[src/rtl/idxh_ram.sv]
// ----------------------------------------------------------------------------
// idxh_ram
// generic simple dual-port ram, one write port, one registered read port
// ----------------------------------------------------------------------------
module idxh_ram #(
  parameter int unsigned WIDTH = 8,
  parameter int unsigned DEPTH = 16
) (
  input  logic                     clk_i,
  input  logic                     we_i,
  input  logic [$clog2(DEPTH)-1:0] waddr_i,
  input  logic [WIDTH-1:0]         wdata_i,
  input  logic [$clog2(DEPTH)-1:0] raddr_i,
  output logic [WIDTH-1:0]         rdata_o
);

  logic [WIDTH-1:0] mem_q [DEPTH];

  always_ff @(posedge clk_i) begin
    if (we_i) begin
      mem_q[waddr_i] <= wdata_i;
    end
    rdata_o <= mem_q[raddr_i];
  end

endmodule

[config.mk]
export PLATFORM = sky130hd
export DESIGN_NAME = idxh_ram
export DESIGN_NICKNAME = d
export VERILOG_FILES = /design/src/rtl/idxh_ram.sv
export SDC_FILE = /design/constraint.sdc
export NUM_CORES = 1
export LEC_CHECK = 0
export BUFFER_PORTS_ARGS = -buffer_cell sky130_fd_sc_hd__buf_2
export CORE_ASPECT_RATIO = 0.8
export CORE_MARGIN = 1.5
export CORE_UTILIZATION = 36
export CTS_BUF_LIST = sky130_fd_sc_hd__clkbuf_4 sky130_fd_sc_hd__clkbuf_8
export DETAILED_ROUTE_END_ITERATION = 10
export HOLD_SLACK_MARGIN = 0.02
export PLACE_DENSITY = 0.64
export SETUP_SLACK_MARGIN = 0.02
export SLEW_MARGIN = 30
export SYNTH_ARGS = -nofsm -noshare
export SYNTH_HDL_FRONTEND = slang
export SYNTH_SLANG_ARGS = --single-unit
export TNS_END_PERCENT = 5
[constraint.sdc]
create_clock -name clk_i -period 4.6 [get_ports clk_i]
set_clock_uncertainty 0.05 [all_clocks]
set_input_delay 0.92 -clock clk_i [delete_from_list [all_inputs] [get_ports clk_i]]
set_output_delay 0.92 -clock clk_i [all_outputs]
set_load 0.005 [all_outputs]
==> results by group, run 1 <==
Run status
  – Outcome: finished clean

GRT
  – Pin count of the biggest net entering global routing: 33
  – Vias in the first global route: 2453
  – Grt ovf: 0
  – Initial antenna violation count: 0
  – Total GRT Usage: 15.2%
  – First-pass GRT wire length: 15400 um

Power and ir drop
  – Sequential power share: 55.0%
  – Sw frac: 19.5%
  – Clock power frac: 40.1%
  – Internal Power: 2040 uW
  – P_leak: 0.00193 uW
  – VDD IR-drop max: 0.238 mV
  – Final Total Pwr: 2530 uW
  – Comb pwr share: 4.8%
  – Power Density: 433 mW/mm^2
  – P_sw: 494 uW

Setup path
  – Critical Path AT: 2390 ps
  – CP endpoint kind: flip-flop
  – Crit Path Class: in2reg
  – CP Launch Type: input port
  – Crit Path Max Fanout: 5
  – Worst reg-to-reg setup slack: 3110 ps
  – Critical Path RT: 4700 ps

Clock network
  – Postcts setup bufs: 0
  – Post-CTS sizing: 0
  – CTS Sinks: 136
  – Longest Clk Path Bufs: 2
  – CTS clk-pin slew, worst paths: 60 ps
  – Num CTS Buffers: 17
  – CTS Hold Buffers Added: 0
  – Htree depth: 4
  – TritonCTS clock tree: yes
  – Clock latency on the worst-skew pair: 440 ps
  – Root buffer cell: clkbuf_8

Placement
  – Routability cong.: 0.791
  – IO buf count: 25
  – HPWL Detailed: 6550 um

STA
  – Setup_tns: 0 ps
  – Tcrit/Tclk final: 49.8%
  – Setup violations, final: 0
  – Min Tclk post-route: 2290 ps
  – Setup repair after global routing missed its margin: false
  – Max Clock Freq: 437 MHz
  – Relative slew slack: 37.1%
  – Max-slew violation count: 0
  – Worst Max-Slew Pin Slew: 940 ps
  – Fin. Hold Viols: 0

Drt
  – First-pass DRT Iterations: 5
  – Drt via density: 5.26
  – Drt total wl: 10400 um
  – DRC violations left: 0
  – Wire per inst: 22.7 um
  – DR iter-0 viols: 182
  – Post-DRT Antenna Nets: 0
  – Routed via count: 2409

Layout
  – Layout cells sized above 1: 28.8%
  – Core Util, Final: 42.7%
  – # fillers: 1163
  – Area Growth Syn to Fin: 13.9%
  – FF/Latch Area: 0.00400 mm^2
  – Commonest non-fill, non-tap cell in the layout: edfxtp_1
  – ANT cells: 0
  – Most frequent cells in the layout: edfxtp_1 (128), buf_2 (24), mux4_2 (18), clkbuf_8 (17), a22oi_1 (16)
  – Nets@finish: 284
  – Area taken by multi-input logic gates: 0.00106 mm^2

Yosys
  – Post-synthesis mux area share: 15.0%
  – Post-synthesis simple-gate area fraction: 3.18%
  – Synth cell types: 19
  – Sequential area share after synthesis: 77.8%
  – Largest family of logic cells by synthesized area: multiplexers
  – Syn nets: 247
  – Compound-Gate Fraction of Synth Area: 2.33%
  – XOR/XNOR Fraction of Synth Area: 0%
  – Cell Area, Synth: 0.00515 mm^2
  – Ys Warns: 0
  – Avg Cell Area, Syn: 22.5 um^2
  – Mapped Cells: 229
  – FF+latch count, synth: 136
  – Synth Area in Adders: 0%

Worst hold path
  – HP Class: reg2reg

Die
  – Core ar.: 0.0137 mm^2
  – Die ar.: 0.0150 mm^2
  – Starting Density: 37.5%
  – Std cell rows: 38
  – Die Y: 110 um
  – IO Pins: 26
  – Die Wd: 137 um

Flow run
  – Max-Cap Viols: 0
==> flip-flops by register name, indices dropped and copies added (netlist names) <==
register,cells
mem_q,128
rdata_o,8
==> Yosys cell counts, drive strengths merged <==
cell	number	area share, %
mux4	32	15
nor2	13	0.95
dfxtp	8	3.1
a22oi	16	2.3
edfxtp	128	75
nor3	4	0.39
buf	7	1.1
nand2b	2	0.24
nor2b	1	0.12
clkdlybuf4s25	3	0.58
and2	1	0.12
nand3	1	0.097
or3b	1	0.17
nand2	9	0.66
nand3b	2	0.29
and2b	1	0.15
==> power groups by stage <==
stage / registers (uW) / clock network [uW] / logic, uW
after floorplan: 1420 / 0 / 70.3
after global placement: 1420 / 0 / 120
after detailed placement: 1420 / 0 / 124
after CTS: 1400 / 1040 / 124
after global routing: 1400 / 1090 / 134
final: 1400 / 1020 / 122
==> critical path: stages <==
cell and delay [ps]:
buf_2 120, nand3b_1 300, nor3_1 750, buf_4 290
==> stage by stage <==
stage	setup WS [ps]	hold slack [ps]	std cells	cell area (um^2)
after global routing	2220	649	458	5860
after global placement	1490	607	427	5430
final	2310	631	458	5860
after detailed placement	1810	615	427	5440
after floorplan	2140	579	229	5150
after CTS	2270	626	458	5860
==> kinds of logic (layout without fill, tap and decap cells) <==
kind of cell / after synthesis / in the layout
AO/OA/AOI/OAI: 16 / 16
buffers and inverters: 10 / 59
flip-flops: 136 / 136
multiplexers: 32 / 32
AND/OR/NAND/NOR: 35 / 35
==> final cells by class <==
cell class / count / share of cell area, %
timing repair buffer: 28 / 2.56
multi-input combinational: 83 / 18.2
clock buffer: 21 / 4.50
clock inverter: 10 / 2.60
sequential: 136 / 68.3
tap: 180 / 3.84
==> metal layers <==
layer	track usage, %	vias to the layer above	share of wire [%]
met5	0	-	0
met4	5.55	0	1.1
met3	4.93	11	7.0
met2	21.4	93	45
met1	22.1	1260	47
li1	-	1045	-
==> path summary, 6_finish.rpt <==
kind	start	endpoint	cells past startpoint
worst max-delay path	waddr_i[3]	mem_q[4][5]	4
worst min-delay path	mem_q[12][5]	rdata_o[5]	3
worst max register to register	mem_q[1][5]	rdata_o[5]	3
worst min register to register	mem_q[12][5]	rdata_o[5]	3
No activity file was read; power rests on OpenSTA's default activity.
==> inputs of run 2 (changes only) <==
--- a/config.mk
+++ b/config.mk
@@ -5,6 +5,7 @@
 export SDC_FILE = /design/constraint.sdc
 export NUM_CORES = 1
 export LEC_CHECK = 0
+export ABC_AREA = 1
 export BUFFER_PORTS_ARGS = -buffer_cell sky130_fd_sc_hd__buf_2
 export CORE_ASPECT_RATIO = 0.8
 export CORE_MARGIN = 1.5
@@ -12,7 +13,7 @@
 export CTS_BUF_LIST = sky130_fd_sc_hd__clkbuf_4 sky130_fd_sc_hd__clkbuf_8
 export DETAILED_ROUTE_END_ITERATION = 10
 export HOLD_SLACK_MARGIN = 0.02
-export PLACE_DENSITY = 0.64
+export PLACE_DENSITY = 0.63
 export SETUP_SLACK_MARGIN = 0.02
 export SLEW_MARGIN = 30
 export SYNTH_ARGS = -nofsm -noshare
==> constraint.sdc (replaced) <==
create_clock -name clk_i -period 2.18 [get_ports clk_i]
set_clock_uncertainty 0.05 [all_clocks]
set_input_delay 0.436 -clock clk_i [delete_from_list [all_inputs] [get_ports clk_i]]
set_output_delay 0.436 -clock clk_i [all_outputs]
set_load 0.005 [all_outputs]
==> run 2 against run 1 <==
Effect of this change: via count is 59% higher; area after synthesis is 12% higher; total power is 120% higher; non-clock buffer count is 16 higher; critical path depth is 3 lower; worst setup slack worse by 1500 ps; sequential share of layout area is 7.4 points lower; global-route usage is 1.4 points higher; sequential power is 110% higher; largest power group unchanged.
==> results by group, run 2 <==
Run status
  – Outcome: finished clean

Layout
  – Fin cells: 817 (+78%)
  – Area Growth Syn to Fin: 14.0%
  – Layout cells sized above 1: 12.8% (-16 points)
  – Top Registers: mem_q: 128 flops, rdata_o: 8 flops
  – Most frequent cells in the layout: nand2_1 (173), edfxtp_1 (128), inv_1 (100), nand3_1 (97), buf_2 (25)
  – Commonest non-fill, non-tap cell in the layout: nand2_1
  – Number of flip-flops in the largest register: 128 (unchanged)
  – Nets@finish: 608 (+110%)
  – ANT cells: 0 (unchanged)
  – Largest Register: mem_q

Setup path
  – Critical Path, Cell by Cell: buf_2
  – Worst reg-to-reg setup slack: 1060 ps (-2050 ps)
  – Critical Path AT: 920 ps (-1470 ps)
  – Reg2Reg Depth: 6 (+3)
  – Critical Path RT: 1690 ps (-3010 ps)
  – Critical path's top delay family: flip-flops
  – Slowest CP cell: dfxtp_1
  – CP endpoint kind: output pin
  – Crit Reg-Reg Endpoint: rdata_o[5]
  – Reg2reg start: mem_q[0][5]
  – Crit Path Max Fanout: 1 (-4)
  – Crit Path Class: reg2out
  – Worst stage delay on the critical path: 360 ps (-390 ps)
  – Bufs and invs on worst path: 1 (-1)
  – CP Launch Type: flip-flop

Flow run
  – Max-Cap Viols: 0 (unchanged)

GRT
  – Initial antenna violation count: 0 (unchanged)
  – Met3 Resource Use GR: 4.22% (-0.71 points)
  – Vias in the first global route: 3537 (+44%)
  – M2 GR Usage: 23.0% (+1.7 points)
  – Grt ovf: 0 (unchanged)
  – First-pass GRT wire length: 19900 um (+29%)
  – Busiest grt layer: met1
  – M1 GR Usage: 25.1% (+3.0 points)
  – Pin count of the biggest net entering global routing: 65 (+97%)
  – Total GRT Usage: 16.6% (+1.4 points)

Worst hold path
  – Depth of the worst hold-timing path: 3 (unchanged)
  – Hold worst-path end: rdata_o[7]
  – Hold_sp: raddr_i[3]
  – HP Class: in2reg

Power and ir drop
  – VDD IR-drop max: 0.395 mV (+66%)
  – P_leak: 0.00284 uW (+47%)
  – Power Density: 832 mW/mm^2 (+92%)

Drt
  – First-pass DRT Iterations: 6 (+1)
  – Drt total wl: 12900 um (+24%)
  – Drt via density: 4.69 (-11%)
  – Post-DRT Antenna Nets: 0 (unchanged)
  – Wire per inst: 15.8 um (-31%)
  – DRC violations left: 0 (unchanged)
  – Routed via count: 3832 (+59%)
  – DR iter-0 viols: 443 (+140%)

STA
  – Setup repair after global routing missed its margin: false
  – Setup violations, final: 0 (unchanged)
  – Min Tclk post-route: 1410 ps
  – Tcrit/Tclk final: 64.6%
  – Worst Max-Slew Pin Slew: 641 ps (-299 ps)
  – Fin. Hold Viols: 0 (unchanged)
  – Relative slew slack: 57.2% (+20 points)
  – Setup_tns: 0 ps (unchanged)
  – Max-slew violation count: 0 (unchanged)
  – Max Clock Freq: 710 MHz

Clock network
  – Root buffer cell: clkbuf_8
  – CTS Sinks: 136 (unchanged)
  – Num CTS Buffers: 17 (unchanged)
  – Post-CTS sizing: 0 (unchanged)
  – CTS clk-pin slew, worst paths: 70 ps (about the same)
  – Htree depth: 4 (unchanged)
  – CTS Hold Buffers Added: 0 (unchanged)
  – TritonCTS clock tree: yes
  – Clock latency on the worst-skew pair: 440 ps (about the same)
  – Longest Clk Path Bufs: 2 (unchanged)
  – Postcts setup bufs: 0 (unchanged)

Yosys
  – Cell taking the most area after synthesis: edfxtp_1
  – Ys flop type: edfxtp_1
  – Synth cell types: 12 (-7)
  – Async SR Flop Fraction: 0% (unchanged)
  – Post-synth top cells: nand2_1 (173), edfxtp_1 (128), inv_1 (100)
  – Ys Warns: 0 (unchanged)
  – Avg Cell Area, Syn: 10.5 um^2 (-53%)
  – Sequential area share after synthesis: 69.4% (-8.4 points)
  – Cell Area, Synth: 0.00577 mm^2 (+12%)
  – FF+latch count, synth: 136 (unchanged)
  – Top-count cell post-synth: nand2_1
  – Syn nets: 569 (+130%)
  – Mapped Cells: 551 (+140%)
  – Share of the synthesized area in the top cell type: 66.7% (-8.0 points)
  – Synth area leaders: edfxtp_1 (67%), nand2_1 (11%), nand3_1 (8.4%), inv_1 (6.5%), dfxtp_1 (2.8%)
  – Number of flops mapped to enable cells by yosys: 128 (unchanged)

Placement
  – Cells after DPL: 786 (+84%)
  – HPWL Detailed: 7760 um (+18%)
  – IO buf count: 25 (unchanged)
  – Routability cong.: 0.771 (-2.5%)

Die
  – Starting Density: 36.7% (-0.72 points)
  – IO Pins: 26 (unchanged)
  – Die ar.: 0.0168 mm^2 (+12%)
  – Die Wd: 145 um (+5.7%)
  – Std cell rows: 41 (+7.9%)
  – Die Y: 116 um (+5.7%)
  – Core ar.: 0.0157 mm^2 (+14%)
-- run 2: metrics by stage --
step / power, uW / hold WS [ps] / util (%) / instance area (um^2) / worst slack (ps)
4_1_cts: 5500 / 297 / 41.9 / 6570 / 752
6_report: 5470 / 308 / 41.9 / 6570 / 772
3_5_place_dp: 3350 / 603 / 39.3 / 6160 / 455
2_1_floorplan: 3200 / 485 / - / 5770 / 743
5_1_grt: 5640 / 320 / 41.9 / 6570 / 714
3_3_place_gp: 3340 / 605 / 39.3 / 6160 / 462
-- run 2: cells by family (layout without fill, tap and decap cells) --
family                 after synthesis  count (layout)  synth area share (%)
buffers and inverters              126             177                  9.52
AND/OR/NAND/NOR                    289             289                  21.0
flip-flops                         136             136                  69.4
-- run 2: report_power, final --
group          switching [uW]  internal (uW)  total [uW]  leakage, uW
combinational             249            105         354      0.00140
clock                     918           1260        2180     0.000220
sequential               16.9           2920        2940      0.00122
total                    1180           4290        5470      0.00284
-- run 2: metal layers --
layer	vias to the layer above	share of wire [%]
met5	-	0
met4	0	1.7
met3	19	9.6
met2	194	43
met1	1776	46
li1	1843	-
-- run 2: worst max path at each step --
stage                     startpoint            to  slack [ps]  depth (start not counted)
after floorplan           waddr_i[2]  mem_q[10][0]         740                          2
after global placement    raddr_i[1]    rdata_o[3]         460                          6
after detailed placement  raddr_i[1]    rdata_o[3]         450                          6
after CTS                 rdata_o[7]    rdata_o[7]         750                          1
after global routing      rdata_o[7]    rdata_o[7]         710                          1
final                     rdata_o[7]    rdata_o[7]         770                          1
-- run 2: area by class of cell --
| cell class | instances | area [um^2] |
|---|---|---|
| tap | 215 | 269 |
| multi-input combinational | 289 | 1210 |
| fill | 1524 | 9120 |
| inverter | 102 | 383 |
| clock buffer | 20 | 256 |
| timing repair buffer | 44 | 293 |
| sequential | 136 | 4000 |
| clock inverter | 11 | 155 |
